$ cat src/design/wwc_pkg.sv
package wwc_pkg;

    // pattern storage and match vector sizing
    localparam int PATTERN_MAX = 16;
    localparam int POS_W       = PATTERN_MAX + 1;
    localparam int LEN_W       = $clog2(PATTERN_MAX + 1);

    // line count limit
    localparam int LINE_MAX    = 1024;
    localparam int COUNT_W     = 10;
    localparam int COUNT_TOP   = (1 << COUNT_W) - 1;
    localparam int COUNT_CAP   = (LINE_MAX - 1 < COUNT_TOP) ? (LINE_MAX - 1) : COUNT_TOP;

    // configuration port
    localparam int CFG_W       = 64;
    localparam int CFG_IDX_W   = 2;
    localparam int PLEN_REG_W  = 5;

    localparam logic [CFG_IDX_W-1:0] CFG_PATTERN_LOW  = 2'd0;
    localparam logic [CFG_IDX_W-1:0] CFG_PATTERN_HIGH = 2'd1;
    localparam logic [CFG_IDX_W-1:0] CFG_PATTERN_LEN  = 2'd2;

    localparam logic [CFG_W-1:0]      PATTERN_LOW_RST  = 64'd42;
    localparam logic [CFG_W-1:0]      PATTERN_HIGH_RST = 64'd0;
    localparam logic [PLEN_REG_W-1:0] PATTERN_LEN_RST  = 5'd1;

    // byte codes
    localparam logic [7:0] STAR_CHAR    = 8'd42;
    localparam logic [7:0] SPACE_CHAR   = 8'd32;
    localparam logic [7:0] NEWLINE_CHAR = 8'd10;

    typedef logic [POS_W-1:0] pos_t;

    // decoded pattern, shared by the config and match blocks
    typedef struct packed {
        logic [PATTERN_MAX-1:0][7:0] chars;
        logic [PATTERN_MAX-1:0]      used;
        logic [PATTERN_MAX-1:0]      star;
        pos_t                        mask;
        logic [LEN_W-1:0]            len;
    } pattern_t;

    // stars let an active position also skip ahead; prefix form, no ripple
    function automatic pos_t star_closure(pos_t v, logic [PATTERN_MAX-1:0] star, pos_t mask);
        pos_t r;
        logic acc;
        logic ok;
        r = '0;
        for (int i = 0; i < POS_W; i++)
        begin
            acc = 1'b0;
            for (int j = 0; j <= i; j++)
            begin
                ok = v[j];
                for (int k = j; k < i; k++)
                begin
                    ok = ok & star[k];
                end
                acc = acc | ok;
            end
            r[i] = acc;
        end
        return r & mask;
    endfunction

    // one text byte moves every active position
    function automatic pos_t advance(pos_t v, logic [7:0] c, pattern_t pat);
        pos_t nxt;
        nxt = '0;
        for (int i = 0; i < PATTERN_MAX; i++)
        begin
            if (v[i] && pat.used[i])
            begin
                if (pat.star[i])
                begin
                    nxt[i] = 1'b1;
                end
                else if (pat.chars[i] == c)
                begin
                    nxt[i+1] = 1'b1;
                end
            end
        end
        return star_closure(nxt, pat.star, pat.mask);
    endfunction

endpackage

$ cat src/design/wwc_cfg.sv
module wwc_cfg (
    input  logic                           clk,
    input  logic                           rst_n,
    input  logic                           cfg_write,
    input  logic [wwc_pkg::CFG_IDX_W-1:0]  cfg_index,
    input  logic [wwc_pkg::CFG_W-1:0]      cfg_data,
    output wwc_pkg::pattern_t              pat
);
    import wwc_pkg::*;

    logic [CFG_W-1:0]      pat_low_reg;
    logic [CFG_W-1:0]      pat_high_reg;
    logic [PLEN_REG_W-1:0] pat_len_reg;
    logic [2*CFG_W-1:0]    packed_chars;
    logic [LEN_W-1:0]      len_used;

    always_ff @(posedge clk or negedge rst_n)
    begin
        if (!rst_n)
        begin
            pat_low_reg  <= PATTERN_LOW_RST;
            pat_high_reg <= PATTERN_HIGH_RST;
            pat_len_reg  <= PATTERN_LEN_RST;
        end
        else if (cfg_write)
        begin
            case (cfg_index)
                CFG_PATTERN_LOW:  pat_low_reg  <= cfg_data;
                CFG_PATTERN_HIGH: pat_high_reg <= cfg_data;
                CFG_PATTERN_LEN:  pat_len_reg  <= cfg_data[PLEN_REG_W-1:0];
                default:          ;
            endcase
        end
    end

    assign packed_chars = {pat_high_reg, pat_low_reg};

    // lengths above the pattern store are clamped
    assign len_used = (pat_len_reg > PLEN_REG_W'(PATTERN_MAX)) ? LEN_W'(PATTERN_MAX)
                                                                : LEN_W'(pat_len_reg);

    always_comb
    begin
        pat.len = len_used;
        for (int i = 0; i < PATTERN_MAX; i++)
        begin
            pat.chars[i] = packed_chars[8*i +: 8];
            pat.used[i]  = (i < int'(len_used));
            pat.star[i]  = pat.used[i] && (packed_chars[8*i +: 8] == STAR_CHAR);
        end
        for (int i = 0; i < POS_W; i++)
        begin
            pat.mask[i] = (i <= int'(len_used));
        end
    end

endmodule

$ cat src/design/wwc_match.sv
module wwc_match (
    input  logic              clk,
    input  logic              rst_n,
    input  logic              step,
    input  logic [7:0]        byte_in,
    input  wwc_pkg::pattern_t pat,
    output logic              hit
);
    import wwc_pkg::*;

    logic word_open_reg;
    logic word_open_next;
    pos_t vec_reg;
    pos_t vec_next;
    pos_t start_vec;
    pos_t base_vec;
    logic is_break;

    assign is_break  = (byte_in == NEWLINE_CHAR) || (byte_in == SPACE_CHAR);
    assign start_vec = star_closure(pos_t'(1), pat.star, pat.mask);
    // a new word restarts from the start position
    assign base_vec  = word_open_reg ? vec_reg : start_vec;

    always_comb
    begin
        word_open_next = word_open_reg;
        vec_next       = vec_reg;
        if (step)
        begin
            if (is_break)
            begin
                word_open_next = 1'b0;
            end
            else
            begin
                word_open_next = 1'b1;
                vec_next       = advance(base_vec, byte_in, pat);
            end
        end
    end

    always_ff @(posedge clk or negedge rst_n)
    begin
        if (!rst_n)
        begin
            word_open_reg <= 1'b0;
        end
        else
        begin
            word_open_reg <= word_open_next;
        end
    end

    always_ff @(posedge clk)
    begin
        vec_reg <= vec_next;
    end

    // the open word reached the final position
    assign hit = word_open_reg && vec_reg[pat.len];

endmodule

$ cat src/design/wildcard_word_counter.sv
// channel   | valid         | stall         | payload
// ----------+---------------+---------------+-------------------------
// text in   | data_valid    | data_stall    | data_byte[7:0]
// count out | count_valid   | count_stall   | match_count[9:0]
// config    | cfg_write     | (none)        | cfg_index[1:0], cfg_data[63:0]
//
// one item per cycle unless the output register is full and stalled; a newline item's
// count is registered as it leaves the input register; the per-item cost is one pass of
// the match vector update between the input register and match vector / count registers
// rst_n clears control state and loads the pattern registers with "*", length 1
// count_stall holds the output register; the input register still takes one more item
// any held item waits while the output register is full and stalled
module wildcard_word_counter (
    input  logic                            clk,
    input  logic                            rst_n,
    // text in
    input  logic                            data_valid,
    output logic                            data_stall,
    input  logic [7:0]                      data_byte,
    // count out
    output logic                            count_valid,
    input  logic                            count_stall,
    output logic [wwc_pkg::COUNT_W-1:0]     match_count,
    // config write port
    input  logic                            cfg_write,
    input  logic [wwc_pkg::CFG_IDX_W-1:0]   cfg_index,
    input  logic [wwc_pkg::CFG_W-1:0]       cfg_data
);
    import wwc_pkg::*;

    pattern_t pat;

    // input register
    logic       in_valid_reg;
    logic       in_valid_next;
    logic [7:0] in_byte_reg;
    logic       in_accept;

    // work on the held item this cycle
    logic       step;
    logic       hit;
    logic       is_newline;
    logic       is_space;

    // line state
    logic [COUNT_W-1:0] total_reg;
    logic [COUNT_W-1:0] total_next;
    logic [COUNT_W-1:0] total_closed;
    logic [1:0]         seen_reg;
    logic [1:0]         seen_next;
    logic               give;

    // output register
    logic               out_valid_reg;
    logic               out_valid_next;
    logic [COUNT_W-1:0] count_reg;
    logic [COUNT_W-1:0] count_next;

    wwc_cfg u_cfg (
        .clk       (clk),
        .rst_n     (rst_n),
        .cfg_write (cfg_write),
        .cfg_index (cfg_index),
        .cfg_data  (cfg_data),
        .pat       (pat)
    );

    // the held item moves on unless it would land on a full, stalled output
    assign step       = in_valid_reg && (!out_valid_reg || !count_stall);
    assign data_stall = in_valid_reg && !step;
    assign in_accept  = data_valid && !data_stall;

    assign is_newline = (in_byte_reg == NEWLINE_CHAR);
    assign is_space   = (in_byte_reg == SPACE_CHAR);

    wwc_match u_match (
        .clk     (clk),
        .rst_n   (rst_n),
        .step    (step),
        .byte_in (in_byte_reg),
        .pat     (pat),
        .hit     (hit)
    );

    always_comb
    begin
        if (in_accept)
        begin
            in_valid_next = 1'b1;
        end
        else if (step)
        begin
            in_valid_next = 1'b0;
        end
        else
        begin
            in_valid_next = in_valid_reg;
        end
    end

    // closing a word adds its match, saturating at the count cap
    assign total_closed = (hit && (total_reg < COUNT_W'(COUNT_CAP))) ? total_reg + 1'b1
                                                                       : total_reg;
    // a line of exactly one byte gives no count
    assign give = is_newline && (seen_reg != 2'd1);

    always_comb
    begin
        total_next     = total_reg;
        seen_next      = seen_reg;
        out_valid_next = out_valid_reg;
        count_next     = count_reg;

        if (!count_stall)
        begin
            out_valid_next = 1'b0;
        end

        if (step)
        begin
            if (is_newline)
            begin
                total_next = '0;
                seen_next  = '0;
                if (give)
                begin
                    out_valid_next = 1'b1;
                    count_next     = total_closed;
                end
            end
            else
            begin
                if (seen_reg != 2'd2)
                begin
                    seen_next = seen_reg + 2'd1;
                end
                if (is_space)
                begin
                    total_next = total_closed;
                end
            end
        end
    end

    always_ff @(posedge clk or negedge rst_n)
    begin
        if (!rst_n)
        begin
            in_valid_reg  <= 1'b0;
            total_reg     <= '0;
            seen_reg      <= '0;
            out_valid_reg <= 1'b0;
        end
        else
        begin
            in_valid_reg  <= in_valid_next;
            total_reg     <= total_next;
            seen_reg      <= seen_next;
            out_valid_reg <= out_valid_next;
        end
    end

    // payload registers
    always_ff @(posedge clk)
    begin
        if (in_accept)
        begin
            in_byte_reg <= data_byte;
        end
        count_reg <= count_next;
    end

    assign count_valid = out_valid_reg;
    assign match_count = count_reg;

endmodule

$ cat config.mk
export PLATFORM = sky130hd
export DESIGN_NAME = wildcard_word_counter
export DESIGN_NICKNAME = d
export VERILOG_FILES = /design/src/design/wwc_pkg.sv /design/src/design/wwc_cfg.sv /design/src/design/wwc_match.sv /design/src/design/wildcard_word_counter.sv
export SDC_FILE = /design/constraint.sdc
export NUM_CORES = 1
export LEC_CHECK = 0
export ABC_AREA = 1
export BUFFER_PORTS_ARGS = -buffer_cell sky130_fd_sc_hd__buf_2
export CAP_MARGIN = 30
export CORE_MARGIN = 2
export CORE_UTILIZATION = 50
export DETAILED_ROUTE_END_ITERATION = 12
export PLACE_DENSITY_LB_ADDON = 0.05
export SLEW_MARGIN = 25
export SYNTH_ARGS = -nofsm -noshare
export SYNTH_HDL_FRONTEND = slang
export SYNTH_SLANG_ARGS = --single-unit
$ cat constraint.sdc
create_clock -name clk -period 2.73 [get_ports clk]
set_input_delay 0.273 -clock clk [delete_from_list [all_inputs] [get_ports clk]]
set_output_delay 0.273 -clock clk [all_outputs]
set_load 0.02 [all_outputs]
==> metrics <==
Top Ports 91; Final GP Congestion 0.938; setup TNS -0.618 ns; Period Utilization, post-route 107%; synthesis-to-finish area growth 30.3%; Initial DRT Pass Iterations 6; synth unique cells 48; total power 8.02 mW; Final WS setup -0.197 ns; Data arrival, critical path between 3 and 4 ns; number of synthesized flops with an enable pin 35; pin count of the biggest net entering global routing 129; Relative slew margins 34.2%; DR vias a little under 10,000; sequential share of the synthesized area 45.8%; Critical R2R Capture u_match.vec_reg[11]$_DFFE_PP_; Setup-failing EPs final 6; dpl cells 1,792; site row count 52; Pleak 6.62 nW; worst hold path type in -> reg; vias per cell 5.29; total number of clock tree sinks between 150 and 200; CTS tree yes; # H-tree levels 4; DRC viols 0; Worst Skew between 0.01 and 0.015 ns; most frequent cells in the layout 307 x nand2_1, 175 x inv_1, 158 x buf_4; initial drt markers 671; Min-Delay Endpoint in_byte_reg[4]$_DFFE_PP_; worst hold stages 1; most common flop cell mapped by yosys dfrtp_1; Synth async-reset ratio 80.9%; Syn Nets 1,414; Max rail drop VDD 381 uV; R2R Path Start u_cfg.pat_len_reg[4]$_DFFE_PN0P_; worst-path maximum fanout 8; failing checks setup timing; die height ~150 microns; Peak Freq 342 MHz; fraction of layout cells with a size suffix above 1 25.8%; Total GRT Usage slightly below 30%; clock root buffer clkbuf_16; busiest grt layer met2; Initial Util between 50 and 60%; Die Wd between 100 and 150 microns; reg2reg path depth 21; core region area ~20,000 sq um; Nets 1,665; global-route wire length before repair just over 50 mm; Ant. Diodes 0; WS Path Type reg -> reg; number of global-route vias before repair 9,445; total gr overflow 0; most common cell after layout, fill and taps aside nand2_1; Worst setup EP type flip-flop; status complete, but fails checks; CP required 2.90 ns; worst hold path startpoint data_byte[4]; cell count after synthesis around 1,300; RSZ-0062 raised after global routing true; max_cap viols 0; M3 GR Usage approximately 4.4%; GR Layer Usage met2 between 40% and 50%; synthesized area 10,400 sq um; routing usage on met1 41.3%; Total Wirelength 31.6 mm; Hold Vio Cnt, Final 0; clk slew on worst S/H paths approximately 0.070 ns; pwr/cell area 592 nW/um^2; non-filler cells, final 1,866; R2R setup slack -0.20 ns; synthesized area per cell roughly 7.8 sq um; I/O Buffers 90; Yosys Warn Count 0; initial antenna violation count 0; Seq cells post-synth 183; Final ANT Viol Nets 0; hold slack 0.00592 ns; DR WL/cell about 17 microns; Worst Setup Start Kind flip-flop; DIE AREA 22,000 sq um; HPWL after DPL 23.4 mm; min Tclk post-route 2.93 ns; max-slew violation count 0; clock buffer depth 2; worst slew pin tran 0.977 ns; clk_lat worst skew 0.44 ns; CTS buffer count 17
## worst max-delay path: stages, from the launching register on
cell,delay [ns]
dfrtp_2,0.49
nor2_4,0.34
nand2_4,0.15
nand2_4,0.11
nor2_4,0.07
buf_4,0.14
nand3_2,0.07
nand2_2,0.07
nand3_2,0.08
nand2_2,0.06
nand2_2,0.07
nand3_2,0.10
nand3_2,0.08
nand4_1,0.12
nand3_2,0.09
nand2_2,0.06
buf_4,0.13
buf_4,0.12
buf_6,0.10
buf_6,0.11
nand2_2,0.04
o211ai_1,0.08
## worst max path at each step
| stage | startpoint | to | slack [ns] | cells after the start |
|---|---|---|---|---|
| 2_1_floorplan | u_cfg.pat_len_reg[4]$_DFFE_PN0P_ | u_match.vec_reg[16]$_DFFE_PP_ | 0.15 | 24 |
| 3_3_place_gp | u_cfg.pat_len_reg[3]$_DFFE_PN0P_ | u_match.vec_reg[16]$_DFFE_PP_ | -0.17 | 25 |
| 3_5_place_dp | u_cfg.pat_len_reg[4]$_DFFE_PN0P_ | u_match.vec_reg[16]$_DFFE_PP_ | -0.22 | 24 |
| 4_1_cts | u_cfg.pat_len_reg[3]$_DFFE_PN0P_ | u_match.vec_reg[16]$_DFFE_PP_ | -0.12 | 27 |
| 5_1_grt | u_cfg.pat_len_reg[4]$_DFFE_PN0P_ | u_match.vec_reg[16]$_DFFE_PP_ | -0.35 | 25 |
| 6_report | u_cfg.pat_len_reg[4]$_DFFE_PN0P_ | u_match.vec_reg[11]$_DFFE_PP_ | -0.20 | 21 |
## power by group
group | total [mW] | switching (mW) | internal [mW]
registers | 3.51 | 0.349 | 3.17
logic | 2.04 | 1.10 | 0.939
clock network | 2.47 | 1.16 | 1.31
## routing by layer
metal	vias up	wire length [microns]
li1	4812	-
met2	280	14800
met1	4725	14300
met5	-	0
met3	45	1810
met4	0	640
## layout make-up
cell class	count	area, sq um
Clock buffer	19	443
Clock inverter	13	134
Fill cell	1796	6750
Inverter	188	722
Multi-Input combinational cell	908	4990
Sequential cell	183	4760
Tap cell	270	338
Timing Repair Buffer	285	2160
## cells in the mapped netlist (2+ instances only)
cell type  count  area [sq um]
o22ai_1        9          56.3
xor2_1        35           307
o211ai_1       7          52.6
dfstp_2        4           105
ha_1           3          37.5
nand2_4        3          33.8
buf_2         18          90.1
dfrtp_1      144          3600
nand3_1       68           340
a21oi_1       25           125
nor2_4         6          67.6
or2_2          6          37.5
buf_4          2          15.0
nand2_1      329          1230
nand2_2        8          50.1
o221ai_1       2          17.5
buf_1          2          7.51
nor2_2         5          31.3
nand3b_1       3          22.5
o31ai_1        2          15.0
and3_1         2          12.5
nor4_2         2          25.0
o21a_1         2          15.0
clkbuf_1      31           116
inv_2          6          22.5
o21ai_0      152           761
nor3_1        20           100
o41ai_1        3          26.3
nor2_1        81           304
edfxtp_1      35          1050
inv_1        181           679
o21ai_1        2          10.0
nand4_1       35           219
xnor2_1       64           561
nor4_1        22           138
## stage by stage
stage          util [%]  setup WS (ns)  area (sq um)
3_3_place_gp       60.6         -0.168         12300
2_1_floorplan         -          0.153         10400
3_5_place_dp       60.6         -0.217         12300
5_1_grt            66.8         -0.348         13600
6_report           66.8         -0.197         13600
4_1_cts            65.2         -0.121         13200
## cell families (layout without fill, tap and decap cells)
logic type	after synthesis	in the layout	synth area share (%)
buffers and inverters	241	505	9.01
flip-flops	183	183	45.8
XOR/XNOR	99	99	8.34
adder cells (fa/ha/maj)	3	3	0.361
AO/OA/AOI/OAI	212	212	11.0
AND/OR/NAND/NOR	594	594	25.5
## repair_timing
action                                  4_1_cts  5_1_grt
gates cloned                                  0        0
hold buffers                                  7        1
setup buffers                                21       16
hold endpoints to repair                     77        1
pin swaps                                    16       39
resized for setup                            35       62
endpoints found under the setup margin        5       23
Note: power is estimated with default switching activity, not from simulation.
